## src/cdq_pkg.sv

```systemverilog
// Shared constants, types and helpers for the circular deque.
`timescale 1ns / 1ps

package cdq_pkg;

    // Ring geometry and stored word width
    localparam int DEPTH  = 8;
    localparam int DATA_W = 32;
    localparam int IDX_W  = (DEPTH > 1) ? $clog2(DEPTH) : 1;
    localparam int CNT_W  = $clog2(DEPTH + 1);

    // Widths of the fields on the ports
    localparam int REQ_W   = 3;
    localparam int FIELD_W = 32;
    localparam int OCC_W   = 4;
    localparam int TDATA_W = ((3 * FIELD_W + 2 + OCC_W + 7) / 8) * 8;

    // Request codes; the unused codes behave as a status request
    localparam logic [REQ_W-1:0] REQ_PUSH_FRONT = 3'd0;
    localparam logic [REQ_W-1:0] REQ_PUSH_REAR  = 3'd1;
    localparam logic [REQ_W-1:0] REQ_POP_FRONT  = 3'd2;
    localparam logic [REQ_W-1:0] REQ_POP_REAR   = 3'd3;
    localparam logic [REQ_W-1:0] REQ_STATUS     = 3'd4;

    typedef logic signed [DATA_W-1:0]  t_word;
    typedef logic signed [FIELD_W-1:0] t_field;

    // Controller to datapath
    typedef struct packed {
        logic latch;   // capture the incoming transaction
        logic exec;    // apply the request to indices, count and ring
        logic fill;    // refresh the end cache from the ring read data
        logic emit;    // load the result register
    } t_cmd;

    // Datapath to controller
    typedef struct packed {
        logic out_free;  // result register can take a new result this cycle
    } t_sts;

    // Keep the low DATA_W bits of a port value (sign-extend when wider)
    function automatic t_word to_word(input t_field v);
        return DATA_W'(v);
    endfunction

    // Sign-extend a stored word and fit it to a port field
    function automatic t_field to_field(input t_word w);
        return FIELD_W'(w);
    endfunction

endpackage

```

## src/cdq_ctrl.sv

```systemverilog
// Request sequencer for the circular deque.
`timescale 1ns / 1ps

module cdq_ctrl (
    input  logic           i_clk,
    input  logic           i_rst_n,
    input  logic           i_in_valid,
    output logic           o_in_ready,
    input  cdq_pkg::t_sts  i_sts,
    output cdq_pkg::t_cmd  o_cmd
);

    localparam logic [1:0] S_IDLE = 2'd0;
    localparam logic [1:0] S_EXEC = 2'd1;
    localparam logic [1:0] S_FILL = 2'd2;
    localparam logic [1:0] S_EMIT = 2'd3;

    logic [1:0] r_state;
    logic [1:0] n_state;

    always_comb begin
        n_state    = r_state;
        o_cmd      = '0;
        o_in_ready = 1'b0;
        case (r_state)
            S_IDLE: begin
                o_in_ready = 1'b1;
                if (i_in_valid) begin
                    o_cmd.latch = 1'b1;
                    n_state     = S_EXEC;
                end
            end
            S_EXEC: begin
                o_cmd.exec = 1'b1;
                n_state    = S_FILL;
            end
            S_FILL: begin
                o_cmd.fill = 1'b1;
                n_state    = S_EMIT;
            end
            S_EMIT: begin
                // hold here until the result register is free
                if (i_sts.out_free) begin
                    o_cmd.emit = 1'b1;
                    n_state    = S_IDLE;
                end
            end
            default: begin
                n_state = S_IDLE;
            end
        endcase
    end

    always_ff @(posedge i_clk) begin
        if (!i_rst_n) begin
            r_state <= S_IDLE;
        end else begin
            r_state <= n_state;
        end
    end

endmodule

```

## src/cdq_datapath.sv

```systemverilog
// Ring storage, indices, end cache and result register of the circular deque.
`timescale 1ns / 1ps

module cdq_datapath (
    input  logic                                i_clk,
    input  logic                                i_rst_n,
    input  cdq_pkg::t_cmd                       i_cmd,
    output cdq_pkg::t_sts                       o_sts,
    input  logic [cdq_pkg::REQ_W-1:0]           i_req_type,
    input  cdq_pkg::t_field                     i_push_value,
    input  logic                                i_out_ready,
    output logic                                o_out_valid,
    output logic                                o_error,
    output cdq_pkg::t_field                     o_popped_value,
    output cdq_pkg::t_field                     o_front_value,
    output cdq_pkg::t_field                     o_back_value,
    output logic                                o_is_empty,
    output logic                                o_is_full,
    output logic [cdq_pkg::OCC_W-1:0]           o_occupancy
);

    localparam logic [cdq_pkg::IDX_W-1:0] IDX_LAST = cdq_pkg::IDX_W'(cdq_pkg::DEPTH - 1);
    localparam logic [cdq_pkg::CNT_W-1:0] CNT_FULL = cdq_pkg::CNT_W'(cdq_pkg::DEPTH);

    // Ring memory with one write port and one registered read port
    cdq_pkg::t_word                 r_ring [cdq_pkg::DEPTH];
    cdq_pkg::t_word                 r_rd_data;

    // Captured transaction
    logic [cdq_pkg::REQ_W-1:0]      r_req;
    cdq_pkg::t_field                r_val;

    // Control state
    logic [cdq_pkg::IDX_W-1:0]      r_head;
    logic [cdq_pkg::IDX_W-1:0]      r_tail;
    logic [cdq_pkg::CNT_W-1:0]      r_count;
    logic                           r_fill_front;
    logic                           r_fill_back;
    logic                           r_out_valid;

    // Copies of the front and rear elements
    cdq_pkg::t_word                 r_front;
    cdq_pkg::t_word                 r_back;

    // Per-request result pieces
    logic                           r_err;
    cdq_pkg::t_field                r_popped;

    // Result register
    logic                           r_o_error;
    cdq_pkg::t_field                r_o_popped;
    cdq_pkg::t_field                r_o_front;
    cdq_pkg::t_field                r_o_back;
    logic                           r_o_empty;
    logic                           r_o_full;
    logic [cdq_pkg::OCC_W-1:0]      r_o_occ;

    // Next-state values for an executed request
    logic [cdq_pkg::IDX_W-1:0]      n_head;
    logic [cdq_pkg::IDX_W-1:0]      n_tail;
    logic [cdq_pkg::CNT_W-1:0]      n_count;
    logic                           n_fill_front;
    logic                           n_fill_back;
    cdq_pkg::t_word                 n_front;
    cdq_pkg::t_word                 n_back;
    logic                           n_err;
    cdq_pkg::t_field                n_popped;

    logic                           wr_en;
    logic [cdq_pkg::IDX_W-1:0]      wr_addr;
    logic [cdq_pkg::IDX_W-1:0]      rd_addr;
    logic [cdq_pkg::IDX_W-1:0]      head_inc;
    logic [cdq_pkg::IDX_W-1:0]      head_dec;
    logic [cdq_pkg::IDX_W-1:0]      tail_inc;
    logic [cdq_pkg::IDX_W-1:0]      tail_dec;
    cdq_pkg::t_word                 push_word;
    logic                           is_empty_now;
    logic                           is_full_now;

    assign head_inc     = (r_head == IDX_LAST) ? '0 : r_head + 1'b1;
    assign head_dec     = (r_head == '0) ? IDX_LAST : r_head - 1'b1;
    assign tail_inc     = (r_tail == IDX_LAST) ? '0 : r_tail + 1'b1;
    assign tail_dec     = (r_tail == '0) ? IDX_LAST : r_tail - 1'b1;
    assign push_word    = cdq_pkg::to_word(r_val);
    assign is_empty_now = (r_count == '0);
    assign is_full_now  = (r_count == CNT_FULL);

    always_comb begin
        n_head       = r_head;
        n_tail       = r_tail;
        n_count      = r_count;
        n_fill_front = 1'b0;
        n_fill_back  = 1'b0;
        n_front      = r_front;
        n_back       = r_back;
        n_err        = 1'b0;
        n_popped     = '0;
        wr_en        = 1'b0;
        wr_addr      = r_head;
        rd_addr      = head_inc;
        case (r_req)
            cdq_pkg::REQ_PUSH_FRONT, cdq_pkg::REQ_PUSH_REAR: begin
                if (is_full_now) begin
                    n_err = 1'b1;
                end else begin
                    wr_en   = 1'b1;
                    n_count = r_count + 1'b1;
                    if (is_empty_now) begin
                        // first element always lands in slot zero
                        n_head  = '0;
                        n_tail  = '0;
                        wr_addr = '0;
                        n_front = push_word;
                        n_back  = push_word;
                    end else if (r_req == cdq_pkg::REQ_PUSH_FRONT) begin
                        n_head  = head_dec;
                        wr_addr = head_dec;
                        n_front = push_word;
                    end else begin
                        n_tail  = tail_inc;
                        wr_addr = tail_inc;
                        n_back  = push_word;
                    end
                end
            end
            cdq_pkg::REQ_POP_FRONT: begin
                if (is_empty_now) begin
                    n_err = 1'b1;
                end else begin
                    n_popped = cdq_pkg::to_field(r_front);
                    n_count  = r_count - 1'b1;
                    if (r_count != cdq_pkg::CNT_W'(1)) begin
                        n_head       = head_inc;
                        rd_addr      = head_inc;
                        n_fill_front = 1'b1;
                    end
                end
            end
            cdq_pkg::REQ_POP_REAR: begin
                if (is_empty_now) begin
                    n_err = 1'b1;
                end else begin
                    n_popped = cdq_pkg::to_field(r_back);
                    n_count  = r_count - 1'b1;
                    if (r_count != cdq_pkg::CNT_W'(1)) begin
                        n_tail      = tail_dec;
                        rd_addr     = tail_dec;
                        n_fill_back = 1'b1;
                    end
                end
            end
            default: begin
                // status request: nothing changes
            end
        endcase
    end

    // Ring memory
    always_ff @(posedge i_clk) begin
        if (i_cmd.exec && wr_en) begin
            r_ring[wr_addr] <= push_word;
        end
        r_rd_data <= r_ring[rd_addr];
    end

    // Control state
    always_ff @(posedge i_clk) begin
        if (!i_rst_n) begin
            r_head       <= '0;
            r_tail       <= '0;
            r_count      <= '0;
            r_fill_front <= 1'b0;
            r_fill_back  <= 1'b0;
            r_out_valid  <= 1'b0;
        end else begin
            if (i_cmd.exec) begin
                r_head       <= n_head;
                r_tail       <= n_tail;
                r_count      <= n_count;
                r_fill_front <= n_fill_front;
                r_fill_back  <= n_fill_back;
            end
            if (i_cmd.emit) begin
                r_out_valid <= 1'b1;
            end else if (i_out_ready) begin
                r_out_valid <= 1'b0;
            end
        end
    end

    // Payload
    always_ff @(posedge i_clk) begin
        if (i_cmd.latch) begin
            r_req <= i_req_type;
            r_val <= i_push_value;
        end
        if (i_cmd.exec) begin
            r_err    <= n_err;
            r_popped <= n_popped;
            r_front  <= n_front;
            r_back   <= n_back;
        end
        if (i_cmd.fill) begin
            if (r_fill_front) begin
                r_front <= r_rd_data;
            end
            if (r_fill_back) begin
                r_back <= r_rd_data;
            end
        end
        if (i_cmd.emit) begin
            r_o_error  <= r_err;
            r_o_popped <= r_popped;
            r_o_front  <= is_empty_now ? '0 : cdq_pkg::to_field(r_front);
            r_o_back   <= is_empty_now ? '0 : cdq_pkg::to_field(r_back);
            r_o_empty  <= is_empty_now;
            r_o_full   <= is_full_now;
            r_o_occ    <= cdq_pkg::OCC_W'(r_count);
        end
    end

    assign o_sts.out_free = !r_out_valid || i_out_ready;

    assign o_out_valid    = r_out_valid;
    assign o_error        = r_o_error;
    assign o_popped_value = r_o_popped;
    assign o_front_value  = r_o_front;
    assign o_back_value   = r_o_back;
    assign o_is_empty     = r_o_empty;
    assign o_is_full      = r_o_full;
    assign o_occupancy    = r_o_occ;

endmodule

```

## src/circular_deque.sv

```systemverilog
// Top level of the circular deque: stream ports, sequencer and datapath.
`timescale 1ns / 1ps

// Double-ended queue of DEPTH signed words (8 x 32 bits) kept in a ring
// memory with head and tail indices and an element count. Each input
// transaction is one request: push front, push rear, pop front, pop rear,
// or status only (codes 5 to 7 act as status). Every request yields exactly
// one output transaction carrying an error flag (push when full, pop when
// empty), the popped value (zero unless a pop succeeded), the front and back
// values after the request (zero when empty), empty and full flags and the
// occupancy. One request is in flight at a time. The request is captured at
// its acceptance edge. The sequencer then executes it (index and count
// update, ring write and a registered read of the ring memory), then
// refreshes the cached front or back element from the read data; this step
// is taken for every request but only changes the cache after a pop. Last
// it loads the result register. A new request is accepted only once the
// previous one has passed the load step. The result register decouples the
// output side: the next request is accepted while an earlier result still
// waits, and a stalled output only holds the sequencer at the load step.
// There is no clearing pass after reset; ring slots are only read once
// written.
module circular_deque (
    input  logic         i_clk,
    input  logic         i_rst_n,

    // Request stream
    input  logic         s_axis_tvalid,
    output logic         s_axis_tready,
    input  logic [31:0]  s_axis_tdata,   // [31:0] push_value
    input  logic [2:0]   s_axis_tuser,   // [2:0] req_type

    // Result stream
    output logic         m_axis_tvalid,
    input  logic         m_axis_tready,
    output logic [cdq_pkg::TDATA_W-1:0] m_axis_tdata,
        // [31:0] popped_value, [63:32] front_value, [95:64] back_value,
        // [96] is_empty, [97] is_full, [101:98] occupancy, rest zero
    output logic [0:0]   m_axis_tuser    // [0] error
);

    cdq_pkg::t_cmd                  cmd;
    cdq_pkg::t_sts                  sts;

    logic                           res_error;
    cdq_pkg::t_field                res_popped;
    cdq_pkg::t_field                res_front;
    cdq_pkg::t_field                res_back;
    logic                           res_empty;
    logic                           res_full;
    logic [cdq_pkg::OCC_W-1:0]      res_occ;

    // Sequencer: one request at a time through capture, execute, fill, emit
    cdq_ctrl u_ctrl (
        .i_clk      (i_clk),
        .i_rst_n    (i_rst_n),
        .i_in_valid (s_axis_tvalid),
        .o_in_ready (s_axis_tready),
        .i_sts      (sts),
        .o_cmd      (cmd)
    );

    // Ring, indices, front/back cache and the result register
    cdq_datapath u_datapath (
        .i_clk          (i_clk),
        .i_rst_n        (i_rst_n),
        .i_cmd          (cmd),
        .o_sts          (sts),
        .i_req_type     (s_axis_tuser),
        .i_push_value   (s_axis_tdata),
        .i_out_ready    (m_axis_tready),
        .o_out_valid    (m_axis_tvalid),
        .o_error        (res_error),
        .o_popped_value (res_popped),
        .o_front_value  (res_front),
        .o_back_value   (res_back),
        .o_is_empty     (res_empty),
        .o_is_full      (res_full),
        .o_occupancy    (res_occ)
    );

    // Pack the result transaction, lowest field first, zero padded
    assign m_axis_tdata = cdq_pkg::TDATA_W'({res_occ, res_full, res_empty,
                                             res_back, res_front, res_popped});
    assign m_axis_tuser = res_error;

`ifndef ASSERT_OFF
    // Empty flag agrees with the occupancy it travels with
    a_empty_occ: assert property (@(posedge i_clk) disable iff (!i_rst_n)
        m_axis_tvalid |-> (res_empty == (res_occ == '0)))
        else $error("empty flag disagrees with occupancy");

    // Full flag agrees with the occupancy it travels with
    a_full_occ: assert property (@(posedge i_clk) disable iff (!i_rst_n)
        m_axis_tvalid |-> (res_full == (res_occ == cdq_pkg::OCC_W'(cdq_pkg::DEPTH))))
        else $error("full flag disagrees with occupancy");

    // An empty deque reports zero at both ends
    a_empty_ends: assert property (@(posedge i_clk) disable iff (!i_rst_n)
        (m_axis_tvalid && res_empty) |-> (res_front == '0 && res_back == '0))
        else $error("empty result carries non-zero end values");

    // Only one request in flight: no acceptance in the cycle after one
    a_one_in_flight: assert property (@(posedge i_clk) disable iff (!i_rst_n)
        (s_axis_tvalid && s_axis_tready) |=> !s_axis_tready)
        else $error("request accepted while another is in flight");
`endif

endmodule
```

## config.mk

```make
export PLATFORM = sky130hd
export DESIGN_NAME = circular_deque
export DESIGN_NICKNAME = d
export VERILOG_FILES = /design/src/cdq_pkg.sv /design/src/cdq_ctrl.sv /design/src/cdq_datapath.sv /design/src/circular_deque.sv
export SDC_FILE = /design/constraint.sdc
export NUM_CORES = 1
export LEC_CHECK = 0
export ABC_AREA = 1
export CORE_MARGIN = 2
export CORE_UTILIZATION = 50
export CTS_CLUSTER_DIAMETER = 200
export DETAILED_ROUTE_END_ITERATION = 6
export DONT_BUFFER_PORTS = 1
export GPL_TIMING_DRIVEN = 1
export SLEW_MARGIN = 5
export SYNTH_ARGS = -nofsm -noshare
export SYNTH_HDL_FRONTEND = slang
export SYNTH_SLANG_ARGS = --single-unit
```

## constraint.sdc

```tcl
create_clock -name i_clk -period 10.6 [get_ports i_clk]
set_clock_uncertainty 0.2 [all_clocks]
set_input_delay 2.65 -clock i_clk [delete_from_list [all_inputs] [get_ports i_clk]]
set_output_delay 2.65 -clock i_clk [all_outputs]
set_load 0.01 [all_outputs]
```

==> flow_metrics.env <==
export IMPL_status="finished clean"
export IMPL_reg2regPathDepth=11
export IMPL_rrSetupSlack_ps=6390
export IMPL_slowest_stage="nand2_4"
export IMPL_cp_top_family="simple AND/OR/NAND/NOR gates"
export IMPL_netSwitchingFraction_pct=31.82
export IMPL_grt_overflow_total=0
export IMPL_placed_area_um2=22340
export IMPL_design_area_um2=24100
export IMPL_final_setup_tns_ps=0
export IMPL_totalWireLength_mm=48.06
export IMPL_syn_avg_cell_area_um2=10.81
export IMPL_cts_max_path_buffers=3
export IMPL_synth_warnings=0
export IMPL_synth_cells=2023
export IMPL_cts_sinks=538
export IMPL_final_core_util_pct=55.82
export IMPL_r2r_end="u_datapath.r_rd_data[27]"
export IMPL_ys_async_sr_fraction_pct=0
export IMPL_dp_cells=2528
export IMPL_cts_hold_buffers=0
export IMPL_hpwlAfterDp_mm=26.12
export IMPL_finalCritPeriodShare_pct=39.68
export IMPL_pre_cts_ws_ps=6379
export IMPL_layout_commonest_cell="edfxtp_1"
export IMPL_startpoint_type="register"
export IMPL_via_per_inst=5.110
export IMPL_final_cell_count_no_fill=2638
export IMPL_worstMarginPinSlew_ps=1161
export IMPL_grt_pass1_vias=12750
export IMPL_maxCapViolations=0
export IMPL_finalWorstSetupSlack_ps=6394
export IMPL_fmax_mhz=237.8
export IMPL_crit_buf_inv=2
export IMPL_cp_cell_sequence="nand2_2, nor2_4, buf_4, nand3_4, nand2_4, buf_4, nand2_1, nand3_1, nand2_1, nand2_1, nand2_1"
export IMPL_internal_power_mw=4.229
export IMPL_slew_headroom_pct=22.43
export IMPL_cts_tree="built"
export IMPL_hold_path_depth=0
export IMPL_fp_dieW_um=213.1
export IMPL_p_leak_nw=10.24
export IMPL_cts_root_buf="clkbuf_16"
export IMPL_rr_startpoint="u_datapath.r_req[0]"
export IMPL_rsz0062_at_grt="no"
export IMPL_io_pins=146
export IMPL_final_nets=2054
export IMPL_cpMostUsedCell="nand2_1"
export IMPL_ys_flop_type="edfxtp_1"
export IMPL_required_ps=10900
export IMPL_maxSlewViolCount=0
export IMPL_grt_pass1_wl_mm=73.93
export IMPL_total_power_mw=6.202
export IMPL_layout_drive_gt1_share_pct=6.888
export IMPL_hold_violations=0
export IMPL_yosysSeqAreaShare_pct=68.79
export IMPL_synth_seq_cells=538
export IMPL_cts_setup_buffers=0
export IMPL_wl_per_cell_um=18.22
export IMPL_power_frac_seq_pct=48.3
export IMPL_portBuffers=0
export IMPL_worstPathArrival_ps=4500
export IMPL_coreArea_um2=43170
export IMPL_crit_path_max_incr_delay_ps=810
export IMPL_ant_nets=0
export IMPL_synth_cell_area_um2=21870
export IMPL_fin_hold_ws_ps=217.9
export IMPL_initial_core_util_pct=50.66
export IMPL_track_usage_pct=21.63
export IMPL_setup_viol=0
export IMPL_cts_max_level=2
export IMPL_peakVddDrop_uv=122.9
export IMPL_numCtsBuffers=55
export IMPL_clock_power_share_pct=29.9
export IMPL_num_rows=76
export IMPL_grt_max_degree=82
export IMPL_min_period_ps=4206
export IMPL_dr_pass1_iters=7
export IMPL_crit_path_end_kind="register"
export IMPL_yosysUniqueCellTypes=31
export IMPL_p_sw_mw=1.973
export IMPL_antenna_found_initial=7
export IMPL_clkSlewWorstSetupHoldPaths_ps=60
export IMPL_cts_resized_gates=0
export IMPL_p_per_area_nw_per_um2=257.4
export IMPL_most_common_layout_cells="427 x edfxtp_1, 398 x nand2_1, 379 x inv_1, 268 x nand3_1, 111 x dfxtp_1"
export IMPL_hp_class="register to register"
export IMPL_crit_path_max_fanout=70
export IMPL_syn2layout_area_growth_pct=10.20
export IMPL_via_count=13480
export IMPL_fp_dieH_um=213.1
export IMPL_crit_type="register to register"
export IMPL_synth_edff_count=427
export IMPL_min_from="u_datapath.r_popped[22]"
export IMPL_clk_latency_ps=610
export IMPL_p_comb_share_pct=21.7
export IMPL_drc_errors=0
export IMPL_drt_initial_drc_count=1094
export IMPL_min_to="u_datapath.o_popped_value[22]"
export IMPL_dieArea_um2=45430
export IMPL_finalWeightedCongestion=0.7642
export IMPL_worst_path_stages=11
-- synth_stat cells, types with 4 or more instances --
cell type	number	area share (%)
clkbuf_1	21	0.36
nand2_2	5	0.14
buf_2	58	1.3
nor2_1	86	1.5
nor3_1	4	0.092
a21oi_1	19	0.43
edfxtp_1	427	59
a22o_1	32	1.3
buf_4	20	0.69
nand3_1	268	6.1
dfxtp_1	111	10
buf_1	4	0.069
o211ai_1	65	2.2
o21ai_0	83	1.9
ha_1	15	0.86
nand2_1	401	6.9
inv_1	381	6.5
o21ai_1	4	0.092
-- power groups by stage --
| stage | logic (mW) | registers, mW | clock network (mW) |
|---|---|---|---|
| finish | 1.35 | 3.00 | 1.86 |
| global route | 1.56 | 3.03 | 1.98 |
| CTS | 1.36 | 3.00 | 1.90 |
| detailed placement | 1.35 | 3.04 | 0 |
| global placement | 1.32 | 3.03 | 0 |
| floorplan | 1.04 | 2.97 | 0 |
-- registers in the layout, indices dropped and copies added (netlist names), 2 cells and up --
signal                     flops
u_datapath.o_occupancy         4
u_datapath.r_req               3
u_datapath.o_front_value      32
u_datapath.r_ring            256
u_datapath.r_tail              3
u_datapath.r_front            32
u_datapath.r_rd_data          32
u_datapath.r_popped           32
u_datapath.r_back             32
u_datapath.r_head              3
u_datapath.r_count             4
u_ctrl.r_state                 2
u_datapath.push_word          32
u_datapath.o_back_value       32
u_datapath.o_popped_value     32
-- worst max path at each step --
stage	start	endpoint	slack [ps]
after floorplan	m_axis_tready	u_datapath.o_back_value[0]	2140
after global placement	s_axis_tvalid	u_datapath.push_word[31]	6420
after detailed placement	s_axis_tvalid	u_datapath.push_word[0]	6380
after CTS	u_ctrl.r_state[0]	s_axis_tready	6370
after global routing	u_datapath.r_req[0]	u_datapath.r_rd_data[21]	6040
final	u_datapath.r_req[0]	u_datapath.r_rd_data[27]	6390
-- kinds of logic (layout without fill, tap and decap cells) --
group | count (synthesis) | count (layout) | share of synthesized area [%]
simple gates | 769 | 769 | 14.93
flops | 538 | 538 | 68.79
buf+inv | 488 | 511 | 9.120
compound gates | 208 | 208 | 6.122
fa+ha+maj | 15 | 15 | 0.8582
xor+xnor | 4 | 4 | 0.1602
other cells | 1 | 8 | 0.01715
-- per-layer routing --
layer | vias to the layer above | track usage [%] | wire length [um]
li1 | 6643 | - | -
met1 | 6443 | 28.52 | 21320
met2 | 317 | 35.97 | 23340
met3 | 76 | 3.956 | 2366
met4 | 2 | 7.807 | 1012
met5 | - | 0 | 12
-- layout make-up --
type | instances | area (um2)
fillers | 3665 | 19070
flip-flops and latches | 538 | 15040
multi-input cells | 998 | 4941
clock buffers | 69 | 1509
inverters | 383 | 1439
well taps | 585 | 732.0
clock inverters | 35 | 239.0
repair buffers | 24 | 180.2
diodes | 6 | 15.01
No activity file was read; power rests on OpenSTA's default activity.
